<file path="config.mk">
export PLATFORM = sky130hd
export DESIGN_NAME = tick_keyed_input_frame_buffer_unit
export DESIGN_NICKNAME = d
export VERILOG_FILES = /design/src/rtl/core/tkifb_pkg.sv /design/src/rtl/core/tick_keyed_input_frame_buffer_unit.sv /design/src/rtl/core/tkifb_ctrl.sv /design/src/rtl/core/tkifb_dp.sv
export SDC_FILE = /design/constraint.sdc
export NUM_CORES = 1
export LEC_CHECK = 0
export BUFFER_PORTS_ARGS = -buffer_cell sky130_fd_sc_hd__clkbuf_2
export CELL_PAD_IN_SITES_DETAIL_PLACEMENT = 1
export CELL_PAD_IN_SITES_GLOBAL_PLACEMENT = 1
export CORE_MARGIN = 2
export CORE_UTILIZATION = 50
export DETAILED_ROUTE_END_ITERATION = 7
export MAX_ROUTING_LAYER = met4
export PLACE_DENSITY_LB_ADDON = 0.25
export SKIP_CTS_REPAIR_TIMING = 1
export SYNTH_ARGS = -nofsm -noshare
export SYNTH_HDL_FRONTEND = slang
export SYNTH_SLANG_ARGS = --single-unit
</file>
<file path="constraint.sdc">
create_clock -name clock -period 3.63 [get_ports clock]
set_input_delay 0.1815 -clock clock [delete_from_list [all_inputs] [get_ports clock]]
set_output_delay 0.1815 -clock clock [all_outputs]
set_load 0.05 [all_outputs]
</file>
<file path="src/rtl/core/tkifb_pkg.sv">
package tkifb_pkg;

   localparam int SLOTS       = 16;
   localparam int PEER_BITS   = 8;
   localparam int BUTTON_BITS = 8;
   localparam int IDX_W       = (SLOTS > 1) ? $clog2(SLOTS) : 1;

   localparam int CSR_INDEX_W = 1;
   localparam int CSR_DATA_W  = 8;

   localparam logic [CSR_INDEX_W-1:0] CSR_AUTH_ENABLE = 1'd0;
   localparam logic [CSR_INDEX_W-1:0] CSR_AUTH_PEER   = 1'd1;

   localparam logic CMD_ENQUEUE = 1'b0;
   localparam logic CMD_TAKE    = 1'b1;

   localparam logic [2:0] ST_NEW      = 3'd0;
   localparam logic [2:0] ST_REPLACED = 3'd1;
   localparam logic [2:0] ST_DROPPED  = 3'd2;
   localparam logic [2:0] ST_TAKEN    = 3'd3;
   localparam logic [2:0] ST_NONE     = 3'd4;

   typedef struct packed {
      logic [31:0]            tick;
      logic [PEER_BITS-1:0]   peer;
      logic [BUTTON_BITS-1:0] buttons;
   } frame_type;

   typedef struct packed {
      logic load;
      logic issue;
      logic commit;
      logic resp_load;
   } cmd_type;

   typedef struct packed {
      logic scan_last;
   } stat_type;

endpackage

</file>
<file path="src/rtl/core/tick_keyed_input_frame_buffer_unit.sv">
// Channel  Direction  Handshake              Payload
// req      in         req_valid/req_ready    command, tick, peer, buttons
// rsp      out        rsp_valid/rsp_ready    status, tick, peer, buttons, four move flags
// csr      in         csr_valid/csr_ready    csr_index, csr_wdata
//
// Each request goes from acceptance through a scan of every slot, a drain and a commit step to a loaded result.
// The unit accepts no new request until the previous one has loaded its result.
// The scan over the frame memory reads one slot per cycle.
// Reset clears all slot valid bits; frame contents stay undefined.
// A finished result waits in the output register while the next request is accepted.
// A stalled result holds the unit only at the end of the following request.
module tick_keyed_input_frame_buffer_unit (
   input  logic                              clock,
   input  logic                              reset,
   input  logic                              req_valid,
   output logic                              req_ready,
   input  logic                              req_command,
   input  logic [31:0]                       req_tick,
   input  logic [7:0]                        req_peer,
   input  logic [7:0]                        req_buttons,
   output logic                              rsp_valid,
   input  logic                              rsp_ready,
   output logic [2:0]                        rsp_status,
   output logic [31:0]                       rsp_out_tick,
   output logic [7:0]                        rsp_out_peer,
   output logic [7:0]                        rsp_out_buttons,
   output logic                              rsp_ahead,
   output logic                              rsp_reverse,
   output logic                              rsp_steer_left,
   output logic                              rsp_steer_right,
   input  logic                              csr_valid,
   output logic                              csr_ready,
   input  logic [tkifb_pkg::CSR_INDEX_W-1:0] csr_index,
   input  logic [tkifb_pkg::CSR_DATA_W-1:0]  csr_wdata
);

   tkifb_pkg::cmd_type  cmd;
   tkifb_pkg::stat_type status;

   assign csr_ready = 1'b1;

   tkifb_ctrl u_ctrl (
      .clock     (clock),
      .reset     (reset),
      .req_valid (req_valid),
      .req_ready (req_ready),
      .rsp_valid (rsp_valid),
      .rsp_ready (rsp_ready),
      .status    (status),
      .cmd       (cmd)
   );

   tkifb_dp u_dp (
      .clock           (clock),
      .reset           (reset),
      .cmd             (cmd),
      .status          (status),
      .req_command     (req_command),
      .req_tick        (req_tick),
      .req_peer        (req_peer),
      .req_buttons     (req_buttons),
      .csr_write       (csr_valid & csr_ready),
      .csr_index       (csr_index),
      .csr_wdata       (csr_wdata),
      .rsp_status      (rsp_status),
      .rsp_out_tick    (rsp_out_tick),
      .rsp_out_peer    (rsp_out_peer),
      .rsp_out_buttons (rsp_out_buttons),
      .rsp_ahead       (rsp_ahead),
      .rsp_reverse     (rsp_reverse),
      .rsp_steer_left  (rsp_steer_left),
      .rsp_steer_right (rsp_steer_right)
   );

endmodule

</file>
<file path="src/rtl/core/tkifb_ctrl.sv">
module tkifb_ctrl (
   input  logic                clock,
   input  logic                reset,
   input  logic                req_valid,
   output logic                req_ready,
   output logic                rsp_valid,
   input  logic                rsp_ready,
   input  tkifb_pkg::stat_type status,
   output tkifb_pkg::cmd_type  cmd
);

   localparam logic [2:0] S_IDLE   = 3'd0;
   localparam logic [2:0] S_SCAN   = 3'd1;
   localparam logic [2:0] S_DRAIN  = 3'd2;
   localparam logic [2:0] S_COMMIT = 3'd3;
   localparam logic [2:0] S_RESP   = 3'd4;

   logic [2:0] state_ff;
   logic [2:0] state_in;
   logic       rsp_valid_ff;
   logic       rsp_valid_in;

   always_comb begin
      state_in      = state_ff;
      cmd           = '0;
      req_ready     = 1'b0;
      unique case (state_ff)
         S_IDLE: begin
            req_ready = 1'b1;
            if (req_valid) begin
               cmd.load = 1'b1;
               state_in = S_SCAN;
            end
         end
         S_SCAN: begin
            cmd.issue = 1'b1;
            if (status.scan_last) begin
               state_in = S_DRAIN;
            end
         end
         S_DRAIN: begin
            state_in = S_COMMIT;
         end
         S_COMMIT: begin
            cmd.commit = 1'b1;
            state_in   = S_RESP;
         end
         S_RESP: begin
            if (!rsp_valid_ff || rsp_ready) begin
               cmd.resp_load = 1'b1;
               state_in      = S_IDLE;
            end
         end
         default: begin
            state_in = S_IDLE;
         end
      endcase
   end

   always_comb begin
      rsp_valid_in = rsp_valid_ff;
      if (cmd.resp_load) begin
         rsp_valid_in = 1'b1;
      end else if (rsp_ready) begin
         rsp_valid_in = 1'b0;
      end
   end

   always_ff @(posedge clock) begin
      if (reset) begin
         state_ff     <= S_IDLE;
         rsp_valid_ff <= 1'b0;
      end else begin
         state_ff     <= state_in;
         rsp_valid_ff <= rsp_valid_in;
      end
   end

   assign rsp_valid = rsp_valid_ff;

   a_resp_waits: assert property (@(posedge clock) disable iff (reset)
      state_ff == S_RESP && rsp_valid_ff && !rsp_ready |=> state_ff == S_RESP)
      else $error("result dropped while output register was occupied");

endmodule

</file>
<file path="src/rtl/core/tkifb_dp.sv">
module tkifb_dp (
   input  logic                                 clock,
   input  logic                                 reset,
   input  tkifb_pkg::cmd_type                   cmd,
   output tkifb_pkg::stat_type                  status,
   input  logic                                 req_command,
   input  logic [31:0]                          req_tick,
   input  logic [7:0]                           req_peer,
   input  logic [7:0]                           req_buttons,
   input  logic                                 csr_write,
   input  logic [tkifb_pkg::CSR_INDEX_W-1:0]    csr_index,
   input  logic [tkifb_pkg::CSR_DATA_W-1:0]     csr_wdata,
   output logic [2:0]                           rsp_status,
   output logic [31:0]                          rsp_out_tick,
   output logic [7:0]                           rsp_out_peer,
   output logic [7:0]                           rsp_out_buttons,
   output logic                                 rsp_ahead,
   output logic                                 rsp_reverse,
   output logic                                 rsp_steer_left,
   output logic                                 rsp_steer_right
);

   tkifb_pkg::frame_type frame_mem [tkifb_pkg::SLOTS];

   logic [tkifb_pkg::SLOTS-1:0]       slot_valid_ff;
   logic [tkifb_pkg::IDX_W-1:0]       cnt_ff;
   logic [tkifb_pkg::IDX_W-1:0]       rd_idx_ff;
   logic                              rd_live_ff;
   tkifb_pkg::frame_type              rd_frame_ff;

   logic                              cmd_ff;
   logic [31:0]                       tick_ff;
   logic [tkifb_pkg::PEER_BITS-1:0]   peer_ff;
   logic [tkifb_pkg::BUTTON_BITS-1:0] btn_ff;

   logic                              hit_ff;
   logic [tkifb_pkg::IDX_W-1:0]       hit_idx_ff;
   logic                              free_ff;
   logic [tkifb_pkg::IDX_W-1:0]       free_idx_ff;
   logic                              low_ff;
   tkifb_pkg::frame_type              low_frame_ff;
   logic                              auth_ff;
   tkifb_pkg::frame_type              auth_frame_ff;

   logic                              auth_en_ff;
   logic [7:0]                        auth_peer_ff;

   logic                              rd_slot_valid;
   logic                              rd_tick_eq;
   logic [tkifb_pkg::PEER_BITS-1:0]   want_peer;
   tkifb_pkg::frame_type              new_frame;
   tkifb_pkg::frame_type              pick;
   logic [2:0]                        res_status;
   logic                              res_taken;

   assign status.scan_last = (cnt_ff == tkifb_pkg::IDX_W'(tkifb_pkg::SLOTS - 1));

   assign rd_slot_valid = slot_valid_ff[rd_idx_ff];
   assign rd_tick_eq    = (rd_frame_ff.tick == tick_ff);
   assign want_peer     = (tkifb_pkg::PEER_BITS)'(auth_peer_ff);

   assign new_frame.tick    = tick_ff;
   assign new_frame.peer    = peer_ff;
   assign new_frame.buttons = btn_ff;

   assign pick = auth_ff ? auth_frame_ff : low_frame_ff;

   always_comb begin
      res_taken = 1'b0;
      if (cmd_ff == tkifb_pkg::CMD_ENQUEUE) begin
         if (hit_ff) begin
            res_status = tkifb_pkg::ST_REPLACED;
         end else if (free_ff) begin
            res_status = tkifb_pkg::ST_NEW;
         end else begin
            res_status = tkifb_pkg::ST_DROPPED;
         end
      end else begin
         res_taken  = low_ff;
         res_status = low_ff ? tkifb_pkg::ST_TAKEN : tkifb_pkg::ST_NONE;
      end
   end

   always_ff @(posedge clock) begin
      if (cmd.issue) begin
         rd_frame_ff <= frame_mem[cnt_ff];
      end
      if (cmd.commit && cmd_ff == tkifb_pkg::CMD_ENQUEUE) begin
         if (hit_ff) begin
            frame_mem[hit_idx_ff] <= new_frame;
         end else if (free_ff) begin
            frame_mem[free_idx_ff] <= new_frame;
         end
      end
   end

   always_ff @(posedge clock) begin
      if (reset) begin
         slot_valid_ff <= '0;
         cnt_ff        <= '0;
         rd_live_ff    <= 1'b0;
         cmd_ff        <= tkifb_pkg::CMD_ENQUEUE;
         hit_ff        <= 1'b0;
         free_ff       <= 1'b0;
         low_ff        <= 1'b0;
         auth_ff       <= 1'b0;
         auth_en_ff    <= 1'b0;
         auth_peer_ff  <= '0;
      end else begin
         rd_live_ff <= cmd.issue;
         if (csr_write) begin
            unique case (csr_index)
               tkifb_pkg::CSR_AUTH_ENABLE: auth_en_ff   <= csr_wdata[0];
               tkifb_pkg::CSR_AUTH_PEER:   auth_peer_ff <= csr_wdata[7:0];
               default: ;
            endcase
         end
         if (cmd.load) begin
            cmd_ff  <= req_command;
            cnt_ff  <= '0;
            hit_ff  <= 1'b0;
            free_ff <= 1'b0;
            low_ff  <= 1'b0;
            auth_ff <= 1'b0;
         end
         if (cmd.issue) begin
            cnt_ff <= cnt_ff + 1'b1;
         end
         if (rd_live_ff) begin
            if (cmd_ff == tkifb_pkg::CMD_ENQUEUE) begin
               if (rd_slot_valid && rd_tick_eq && rd_frame_ff.peer == peer_ff) begin
                  hit_ff <= 1'b1;
               end
               if (!rd_slot_valid && !free_ff) begin
                  free_ff <= 1'b1;
               end
            end else if (rd_slot_valid && rd_tick_eq) begin
               slot_valid_ff[rd_idx_ff] <= 1'b0;
               if (!low_ff || rd_frame_ff.peer < low_frame_ff.peer) begin
                  low_ff <= 1'b1;
               end
               if (auth_en_ff && rd_frame_ff.peer == want_peer) begin
                  auth_ff <= 1'b1;
               end
            end
         end
         if (cmd.commit && cmd_ff == tkifb_pkg::CMD_ENQUEUE && !hit_ff && free_ff) begin
            slot_valid_ff[free_idx_ff] <= 1'b1;
         end
      end
   end

   always_ff @(posedge clock) begin
      if (cmd.load) begin
         tick_ff <= req_tick;
         peer_ff <= (tkifb_pkg::PEER_BITS)'(req_peer);
         btn_ff  <= (tkifb_pkg::BUTTON_BITS)'(req_buttons);
      end
      if (cmd.issue) begin
         rd_idx_ff <= cnt_ff;
      end
      if (rd_live_ff) begin
         if (cmd_ff == tkifb_pkg::CMD_ENQUEUE) begin
            if (rd_slot_valid && rd_tick_eq && rd_frame_ff.peer == peer_ff) begin
               hit_idx_ff <= rd_idx_ff;
            end
            if (!rd_slot_valid && !free_ff) begin
               free_idx_ff <= rd_idx_ff;
            end
         end else if (rd_slot_valid && rd_tick_eq) begin
            if (!low_ff || rd_frame_ff.peer < low_frame_ff.peer) begin
               low_frame_ff <= rd_frame_ff;
            end
            if (auth_en_ff && rd_frame_ff.peer == want_peer) begin
               auth_frame_ff <= rd_frame_ff;
            end
         end
      end
      if (cmd.resp_load) begin
         rsp_status      <= res_status;
         rsp_out_tick    <= res_taken ? pick.tick : 32'd0;
         rsp_out_peer    <= res_taken ? 8'(pick.peer) : 8'd0;
         rsp_out_buttons <= res_taken ? 8'(pick.buttons) : 8'd0;
         rsp_ahead       <= res_taken & pick.buttons[0];
         rsp_reverse     <= res_taken & pick.buttons[1];
         rsp_steer_left  <= res_taken & pick.buttons[2];
         rsp_steer_right <= res_taken & pick.buttons[3];
      end
   end

   a_new_slot_valid: assert property (@(posedge clock) disable iff (reset)
      cmd.commit && cmd_ff == tkifb_pkg::CMD_ENQUEUE && !hit_ff && free_ff
      |=> slot_valid_ff[$past(free_idx_ff)])
      else $error("stored frame did not mark its slot valid");

   a_take_never_sets: assert property (@(posedge clock) disable iff (reset)
      !cmd.load && cmd_ff == tkifb_pkg::CMD_TAKE
      |=> (slot_valid_ff & ~$past(slot_valid_ff)) == '0)
      else $error("take request marked a slot valid");

   a_enqueue_never_clears: assert property (@(posedge clock) disable iff (reset)
      !cmd.load && cmd_ff == tkifb_pkg::CMD_ENQUEUE
      |=> ($past(slot_valid_ff) & ~slot_valid_ff) == '0)
      else $error("enqueue request freed a slot");

   a_scan_done_before_commit: assert property (@(posedge clock) disable iff (reset)
      rd_live_ff |-> !cmd.commit && !cmd.load)
      else $error("scan data still in flight at commit or load");

endmodule

</file>
==> Word level (Yosys, flattened, before mapping) <==
Memories as Yosys holds them, arrays and structs flattened. A register that Yosys moved wholly into a read port is not among the register bits.
Index checks and enable logic that the tools add are counted.
{ "totals": {"register_bits": 250, "memories": 1, "output_inout_bits": 58, "mem_bits_rw": 768, "rom_bits": 0, "inputBits": 63, "latchBits": 0, "elab_cells": 146} }
{ "op_classes": {"div_mod_pow": 0, "n_mux": 60, "n_mul": 0, "reduce_logical": 27, "n_shift": 0, "n_lt_le_gt_ge": 5, "addsub": 1, "n_bitwise": 9, "eq_ne": 11} }
{ "memory_table": {"columns": ["name", "depth", "width", "rd", "rd_clocked_by_memory_dff", "wr", "line", "rtl"], "rows": [
  ["u_dp.frame_mem", 16, 48, 1, 1, 1, "tkifb_dp.sv:23", "tkifb_pkg::frame_type frame_mem [tkifb_pkg::SLOTS];"]
]} }
{ "ops": {"columns": ["cell", "count"], "rows": [
  ["two-way mux 48 bit", 2],
  ["two-way mux 16 bit", 5],
  ["OR reduction 48 bit", 1],
  ["two-way mux 1 bit", 39],
  ["equality test 32 bit", 1],
  ["two-way mux 3 bit", 6],
  ["bitwise AND 16 bit", 1],
  ["equality test 8 bit", 2],
  ["inverter 16 bit", 1],
  ["bitwise OR 16 bit", 1],
  ["case mux 3 bit (5 select lines)", 1],
  ["two-way mux 4 bit", 3],
  ["less-than comparator 4 x 5 -> 1 bit (second input constant)", 2],
  ["logical AND 1 bit", 9],
  ["AND reduction 3 bit", 3],
  ["demux 1 bit (select 4 bit)", 2],
  [">= comparator 4 x 1 -> 1 bit (second input constant)", 2],
  ["less-than comparator 8 bit", 1],
  ["AND reduction 4 bit", 2],
  ["equality test 3 x 2 -> 1 bit (second input constant)", 2],
  ["zero test 1 bit", 5],
  ["adder 4 x 1 -> 4 bit (second input constant)", 1],
  ["bitwise AND 1 bit", 4],
  ["binary-select mux 1 bit (select 4 bit)", 1],
  ["11 further kinds", 16]
]} }

==> Logic depth before layout (Yosys ltp) <==
Gate-level depths: netlist of run 1.
{ "depth": {"ltp_word": 12, "depth_mapped": 8, "ltp_nobuf": 7} }

==> Cells and area by module <==
From an unflattened synthesis of run 1, not the netlist that was laid out.
{ "hier_totals": {"cells_unflattened": 1825, "hier_area_um2": 40257.4} }
{ "by_module_without_submodules": {"columns": ["mod", "seq_area_each_um2", "n_inst", "cells_each", "area_per_inst_um2"], "rows": [
  ["tkifb_dp", 31540.2, 1, 1802, 40028.4],
  ["tkifb_ctrl", 80.1, 1, 21, 217.7],
  ["tick_keyed_input_frame_buffer_unit", 0.0, 1, 2, 11.3]
]} }

==> Worst setup path after synthesis of run 1 <==
OpenSTA, ideal clock, no wires.
{ "synth_path": {"path_type": "reg2reg", "from": "reg u_ctrl.state_ff[1]", "to": "mem u_dp.frame_mem[2][0] (netlist name) (enable)", "setup_slack_ns": -0.335, "path_stages_with_launch": 7, "t_arrival_ns": 3.511, "period_less_slack_ns": 3.965, "path_buffers": 1, "path_cell_list": "dfxtp_1 clkbuf_1 and4bb_2 nand2_1 nor3b_1 a31oi_1 nor2_1"} }
{ "synth_via": {"elab_chain_len": 7, "word_cells_on_any_way": 10, "cone_classes": "eq/ne (1); mux (7); reduce/logical (2)"} }
{ "synth_lines": {"columns": ["item", "line", "rtl"], "rows": [
  ["start, declared", "tkifb_ctrl.sv:18", "logic [2:0] state_ff;"],
  ["start signal, assigned", "tkifb_ctrl.sv:74", "state_ff <= state_in;"],
  ["equality test 3 x 2 -> 1 bit (*)", "tkifb_ctrl.sv:27", "unique case (state_ff)"],
  ["two-way mux 1 bit (*)", "tkifb_ctrl.sv:27", null],
  ["logical AND 1 bit (*)", "tkifb_dp.sv:88", "if (cmd.commit && cmd_ff == tkifb_pkg::CMD_ENQUEUE) begin"],
  ["two-way mux 1 bit", "tkifb_dp.sv:88", null],
  ["two-way mux 1 bit (implied by the code)", "tkifb_dp.sv:92", "frame_mem[free_idx_ff] <= new_frame;"],
  ["OR reduction 48 bit (no source line)", null, null],
  ["two-way mux 4 bit (no source line) / two-way mux 1 bit (equally long branches)", null, null],
  ["end, declared", "tkifb_dp.sv:23", null]
]} }
Every way passes the cells marked *; elsewhere a longest branch is shown, timed or not.

==> Final worst setup path of run 1 <==
{ "layout_path": {"from": "reg u_dp.tick_ff[4]", "to": "reg u_dp.low_frame_ff[46] (netlist name) (enable)"} }
{ "layout_via": {"elab_chain_len": 3} }
{ "layout_lines": {"columns": ["item", "line", "rtl"], "rows": [
  ["start, declared", "tkifb_dp.sv:32", "logic [31:0] tick_ff;"],
  ["start signal, assigned", "tkifb_dp.sv:155", "tick_ff <= req_tick;"],
  ["equality test 32 bit", "tkifb_dp.sv:59", "assign rd_tick_eq = (rd_frame_ff.tick == tick_ff);"],
  ["logical AND 1 bit", "tkifb_dp.sv:170", "end else if (rd_slot_valid && rd_tick_eq) begin"],
  ["AND reduction 4 bit (no source line)", null, null],
  ["end signal, assigned", "tkifb_dp.sv:172", "low_frame_ff <= rd_frame_ff;"],
  ["end, declared", "tkifb_dp.sv:41", "tkifb_pkg::frame_type low_frame_ff;"]
]} }
No other way between the ends.
A chain may end at the register's enable or synchronous reset.

==> results.py, run 1 <==
metrics = {
    "placed_design": {
        "place_congestion": 0.797,
        "placed_cells": 2972,
        "io_buffers": 119,
        "dp_slack_ps": 259,
        "dp_hpwl_um": 55900,
        "place_area_um2": 42800,
    },
    "route": {
        "drt_iter0_markers": 2286,
        "via_per_inst": 6.04,
        "antenna_left": 0,
        "drtPass1Iterations": 5,
        "wl_um": 101000,
        "wl_per_cell_um": 31.2,
        "route.detailed.drc": 0,
        "vias": 19489,
    },
    "synthesis": {
        "synth.avg_cell_area_um2": 22.0,
        "synth_area_leaders": "edfxtp_1 (77%), mux4_2 (14%), dfxtp_1 (1.9%)",
        "yosysWarnings": 0,
        "synth_xor_xnor_area_share": 0.0105,
        "synth_cells": 1827,
        "ys_types": 54,
        "netlist_area_um2": 40200,
        "synth-edff-count": 1027,
        "yosysSeqAreaShare": 0.787,
        "synth_top_area_share": 0.767,
        "synth_compound_area_frac": 0.00928,
        "syn_nets": 1898,
        "synth_top_family_by_area": "multiplexers",
        "yosys.area_share.adder": 0.00249,
        "synth.area.mux_share": 0.151,
        "synth-seq-cells": 1066,
        "synthArstFlopShare": 0,
        "ys.flop_type": "edfxtp_1",
        "yosys.area.top_type": "edfxtp_1",
        "synthSimpleGateAreaFrac": 0.0293,
    },
    "setup_path": {
        "cp_cell_sequence": "xor2_1 -> nor4_1 -> nand4_1 -> nor2_1 -> and4_2 -> buf_12",
        "cp_max_fo": 48,
        "crit_path_top_delay_cell": "edfxtp_1",
        "endpoint_kind": "register",
        "cp.required_ps": 3920,
        "path_class": "reg -> reg",
        "startpoint_type": "register",
        "max_stage_delay_ps": 690,
        "critPathArrivalTime_ps": 3530,
        "cp_top_family": "simple AND/OR/NAND/NOR gates",
        "crit_buf_inv": 1,
    },
    "global_routing": {
        "grt_pass1_vias": 20780,
        "grt_use_met3": 0.0417,
        "grt_overflow_total": 0,
        "grt_max_degree": 57,
        "busiest_layer": "met2",
        "use_met1": 0.346,
        "grt_use_total": 0.256,
        "grtUsageMet2": 0.404,
        "grt_pass1_wl_um": 145000,
        "antenna_found_initial": 3,
    },
    "power_and_ir_drop": {
        "clkPwrFrac": 0.436,
        "vdd_ir_drop_max_mv": 0.329,
        "p_leak_nw": 14.6,
        "p_sw_mw": 5.05,
        "p_int_mw": 20.7,
        "p_seq_frac": 0.534,
        "combPwrFrac": 0.029,
        "swShare": 0.196,
        "powerDensity_nw_per_um2": 549,
    },
    "flow_run": {
        "max-cap-violations": 0,
    },
    "final_layout": {
        "drive_above_1_share": 0.284,
        "final_nets": 2162,
        "stdcell_area_um2": 46900,
        "utilization": 0.592,
        "fill_cells": 6635,
        "syn2layout_area_growth_pct": 16.8,
        "stdcell_count": 3226,
    },
    "sta": {
        "maxSlewViolCount": 0,
        "fin_crit_ps": 3240,
        "tns_ps": 0,
        "rsz0062_at_grt": "false",
        "worst_pin_slew_ps": 1110,
        "fin_worst_hold_slack_ps": -37.7,
        "fin_ws_ps": 395,
        "finClkSkew_ps": 29.9,
        "max_slew_margin": 0.259,
        "fmax_mhz": 309,
        "setup_viol": 0,
        "fin_crit_sh": 0.891,
        "hold_viol_final": 6,
    },
    "clocking": {
        "cts_tree": "yes",
        "clock_latency_ps": 660,
        "cts_sinks": 1066,
        "clockBufferDepth": 3,
        "h-tree-depth": 3,
        "clk_pin_slew_ps": 60,
        "clockRootBuffer": "clkbuf_16",
        "numCtsBuffers": 105,
    },
    "run_status": {
        "status": "complete, but fails checks",
        "violations": "hold timing",
    },
    "floorplanning": {
        "row_count": 103,
        "ioPinCount": 121,
        "die_h_um": 287,
        "start_util": 0.507,
        "dieArea_um2": 82700,
        "die_w_um": 287,
        "core_area_um2": 79300,
    },
    "min_path": {
        "hold_path_class": "in -> reg",
    },
}
==> worst register-to-register path, delay by kind of cell, from the launching register on <==
family                    cells  cell delay, ps
and+or+nand+nor               4            1590
DFF                           1             690
buffers and inverters         1             330
xor gates and xnor gates      1             240
==> layer usage <==
layer	routed length (um)	up-vias
li1	-	8072
met4	2520	0
met3	6850	147
met1	41100	10455
met5	0	-
met2	50100	815
==> power by group through the flow <==
stage                     clock network (mW)  registers, mW  logic, mW
final                                   11.2           13.8      0.756
after global routing                    11.9           13.8      0.809
after CTS                               11.4           13.8      0.715
after detailed placement                   0           14.0      0.710
after global placement                     0           14.0      0.698
after floorplan                            0           13.9      0.506
==> area by class of cell <==
cell class              instances  area, um^2  area share
inverters                      19        72.6     0.00155
diodes                          4        10.0    0.000213
repair buffers                243        2090      0.0446
well taps                    1050        1310      0.0280
clock inverters                66         848      0.0181
multi-input cells             656        8280       0.176
clock buffers                 122        2690      0.0573
flip-flops and latches       1066       31600       0.674
==> worst paths after layout <==
check	slack [ps]	depth (start not counted)	end	startpoint
hold / removal	-40	3	u_dp.auth_peer_ff[5]	csr_index
setup / recovery	390	6	u_dp.low_frame_ff[46]	u_dp.tick_ff[4]
hold reg to reg	470	0	u_dp.low_frame_ff[0]	u_dp.rd_frame_ff[0]
setup reg to reg	390	6	u_dp.low_frame_ff[46]	u_dp.tick_ff[4]
==> cell usage after synthesis, drive strengths merged (2+ instances only) <==
master,number
edfxtp,1027
mux4,246
nor2,86
clkbuf,57
mux2i,52
dfxtp,39
nand2,37
xor2,33
buf,29
nor3,28
a21oi,20
nand2b,20
nand3,20
inv,19
xnor2,15
o22ai,12
nor4,11
o21ai,9
ha,8
nand4,8
nor2b,7
nand3b,5
and2,4
or3,4
a31oi,3
nor3b,3
a22o,2
a41o,2
and3,2
o31a,2
or2,2
==> stage by stage <==
step / total power, mW / hold slack (ps)
5_1_grt: 26.5 / 0.846
2_1_floorplan: 14.4 / 280
3_3_place_gp: 14.7 / 359
4_1_cts: 25.9 / -328
6_report: 25.8 / -37.7
3_5_place_dp: 14.7 / 362
==> state kept, by name, indices dropped and copies added, names as in the netlist, 8 cells and up <==
signal and count:
u_dp.auth_peer_ff 8, u_dp.frame_mem 768, u_dp.peer_ff 8, u_dp.slot_valid_ff 16
u_dp.rsp_out_buttons 8, u_dp.rsp_out_tick 32, u_dp.rd_frame_ff 48, u_dp.tick_ff 32
u_dp.low_frame_ff 48, u_dp.rsp_out_peer 8, u_dp.auth_frame_ff 48, u_dp.btn_ff 8
==> cells in the final DEF, fill, tap and decap left out, types with 6 or more instances in the layout <==
cell           count
a21oi_1           19
buf_12            33
buf_4             29
bufinv_16         21
clkbuf_1          17
clkbuf_16        105
clkbuf_2         119
clkinv_1          14
clkinv_2          29
dfxtp_1           34
dlygate4sd3_1     62
edfxtp_1        1027
ha_1               8
inv_1             17
mux2i_1           52
mux4_2           246
nand2_1           36
nand2b_1          20
nand3_1           20
nand4_1            8
nor2_1            69
nor2_4            17
nor2b_1            7
nor3_1            28
nor4_1            10
o21ai_1            6
o22ai_1           12
xnor2_1           15
xor2_1            33
==> cell families after synthesis <==
family / count (synthesis)
compound gates: 59
xor+xnor: 48
fa+ha+maj: 8
buf+inv: 105
flops: 1066
mux: 298
other cells: 1
simple gates: 242
Note: power is estimated with default switching activity, not from simulation.
==> inputs of run 2 (changes only) <==
--- a/config.mk
+++ b/config.mk
@@ -8,7 +8,6 @@
 export BUFFER_PORTS_ARGS = -buffer_cell sky130_fd_sc_hd__clkbuf_2
 export CELL_PAD_IN_SITES_DETAIL_PLACEMENT = 1
 export CELL_PAD_IN_SITES_GLOBAL_PLACEMENT = 1
-export CORE_MARGIN = 2
 export CORE_UTILIZATION = 50
 export DETAILED_ROUTE_END_ITERATION = 7
 export MAX_ROUTING_LAYER = met4
==> results.py, run 2 (synthesis gave the netlist of run 1 again) <==
metrics = {
    "run_status": {
        "status": "finished clean",
    },
    "placed_design": {
        "dp_hpwl_um": 54400,
        "io_buffers": 119,
        "place_congestion": 0.807,
        "place_area_um2": 42800,
        "placed_cells": 2976,
        "dp_slack_ps": 285,
    },
    "floorplanning": {
        "die_w_um": 285,
        "ioPinCount": 121,
        "row_count": 103,
        "core_area_um2": 79300,
        "start_util": 0.507,
        "die_h_um": 285,
        "dieArea_um2": 81500,
    },
    "sta": {
        "maxSlewViolCount": 0,
        "max_slew_margin": 0.315,
        "worst_pin_slew_ps": 1020,
        "fin_worst_hold_slack_ps": 107,
        "setup_viol": 0,
        "fin_crit_sh": 0.932,
        "fmax_mhz": 296,
        "rsz0062_at_grt": "false",
        "hold_viol_final": 0,
        "fin_ws_ps": 248,
        "finClkSkew_ps": 24.8,
        "fin_crit_ps": 3380,
    },
    "route": {
        "dr.max_layer_used": "met4",
        "antenna_left": 0,
        "vias": 19537,
        "wl_met1_um": 41000,
        "wl_met3_um": 6750,
        "route.detailed.drc": 0,
        "drt_iter0_markers": 2086,
        "wl_um": 99700,
        "via_per_inst": 6.02,
        "wl_per_cell_um": 30.8,
        "met2RoutedLength_um": 49900,
        "drtPass1Iterations": 7,
    },
    "setup_path": {
        "critPathArrivalTime_ps": 3710,
        "startpoint_type": "register",
        "timing.rr.end": "u_dp.low_frame_ff[17]",
        "r2r_start": "u_dp.tick_ff[14]",
        "cp_max_fo": 19,
        "cp.required_ps": 3960,
        "ff2ff_path_depth": 7,
        "reg2reg_slack_ps": 250,
        "endpoint_kind": "register",
        "path_class": "reg -> reg",
    },
    "global_routing": {
        "grt_overflow_total": 0,
        "grt_use_total": 0.255,
        "grt_max_degree": 72,
        "antenna_found_initial": 3,
        "grt_pass1_wl_um": 143000,
        "grt_pass1_vias": 20476,
    },
    "final_layout": {
        "stdcell_area_um2": 47000,
        "final_common_cell": "edfxtp_1",
        "drive_above_1_share": 0.280,
        "largest_reg_flops": 768,
        "stdcell_count": 3243,
        "largest_register": "u_dp.frame_mem",
        "mostFrequentLayoutCells": "edfxtp_1 (1,027), mux4_2 (246), clkbuf_2 (119)",
        "final_nets": 2173,
        "syn2layout_area_growth_pct": 16.9,
        "fill_cells": 6606,
        "utilization": 0.593,
    },
    "clocking": {
        "clockRootBuffer": "clkbuf_16",
        "h-tree-depth": 3,
        "clock_latency_ps": 680,
        "clockBufferDepth": 3,
        "cts_sinks": 1066,
        "clk_pin_slew_ps": 60,
        "cts_tree": "yes",
        "numCtsBuffers": 106,
    },
    "flow_run": {
        "max-cap-violations": 0,
    },
    "min_path": {
        "hold_path_class": "in -> reg",
        "hold_end": "u_dp.auth_en_ff",
        "hold_start": "csr_valid",
        "whs_path_depth": 4,
    },
    "power_and_ir_drop": {
        "vdd_ir_drop_max_mv": 0.421,
        "p_leak_nw": 14.5,
        "powerDensity_nw_per_um2": 541,
    },
}
-- run 2: cell type report --
cell class              count  area [um^2]  area share
clock inverters            57          567      0.0121
clock buffers             141         2890      0.0615
flip-flops and latches   1066        31600       0.674
repair buffers            253         2220      0.0473
inverters                  19         72.6     0.00154
multi-input cells         656         8270       0.176
diodes                      1         2.50   0.0000533
well taps                1050         1310      0.0280
-- run 2: worst max-delay path: stages (launching register included) --
cell and delay, ps:
edfxtp_1 630, xor2_1 260, nor4_1 670, buf_4 240, nand4_1 260, nor2_1 310
and4_2 320, buf_4 340
-- run 2: how the worst max path moves through the flow --
stage / startpoint / to / slack (ps) / cells past startpoint
2_1_floorplan: u_ctrl.state_ff[1] / u_dp.frame_mem[2][0] / -330 / 6
3_3_place_gp: u_dp.tick_ff[23] / u_dp.low_frame_ff[17] / 380 / 7
3_5_place_dp: u_dp.tick_ff[23] / u_dp.low_frame_ff[18] / 280 / 7
4_1_cts: u_dp.tick_ff[14] / u_dp.low_frame_ff[18] / 250 / 7
5_1_grt: u_dp.tick_ff[14] / u_dp.low_frame_ff[16] / 8 / 7
6_report: u_dp.tick_ff[14] / u_dp.low_frame_ff[17] / 250 / 7
-- run 2: metrics by stage --
step	total power [mW]	setup TNS, ps
global route	26.1	0
CTS	25.5	0
global placement	14.7	0
finish	25.4	0
detailed placement	14.8	0
floorplan	14.4	-170290
-- run 2: power breakdown --
group	total (mW)	leakage [nW]	internal [mW]	switching, mW
Combinational	0.786	3.33	0.412	0.374
Sequential	13.8	9.54	13.6	0.199
Clock	10.9	1.68	6.30	4.58
-- run 2: metal layers --
layer | up-vias | global-route usage
met1 | 10497 | 0.342
met4 | 0 | 0.0698
met3 | 141 | 0.0411
met2 | 773 | 0.410
li1 | 8126 | -
met5 | - | -
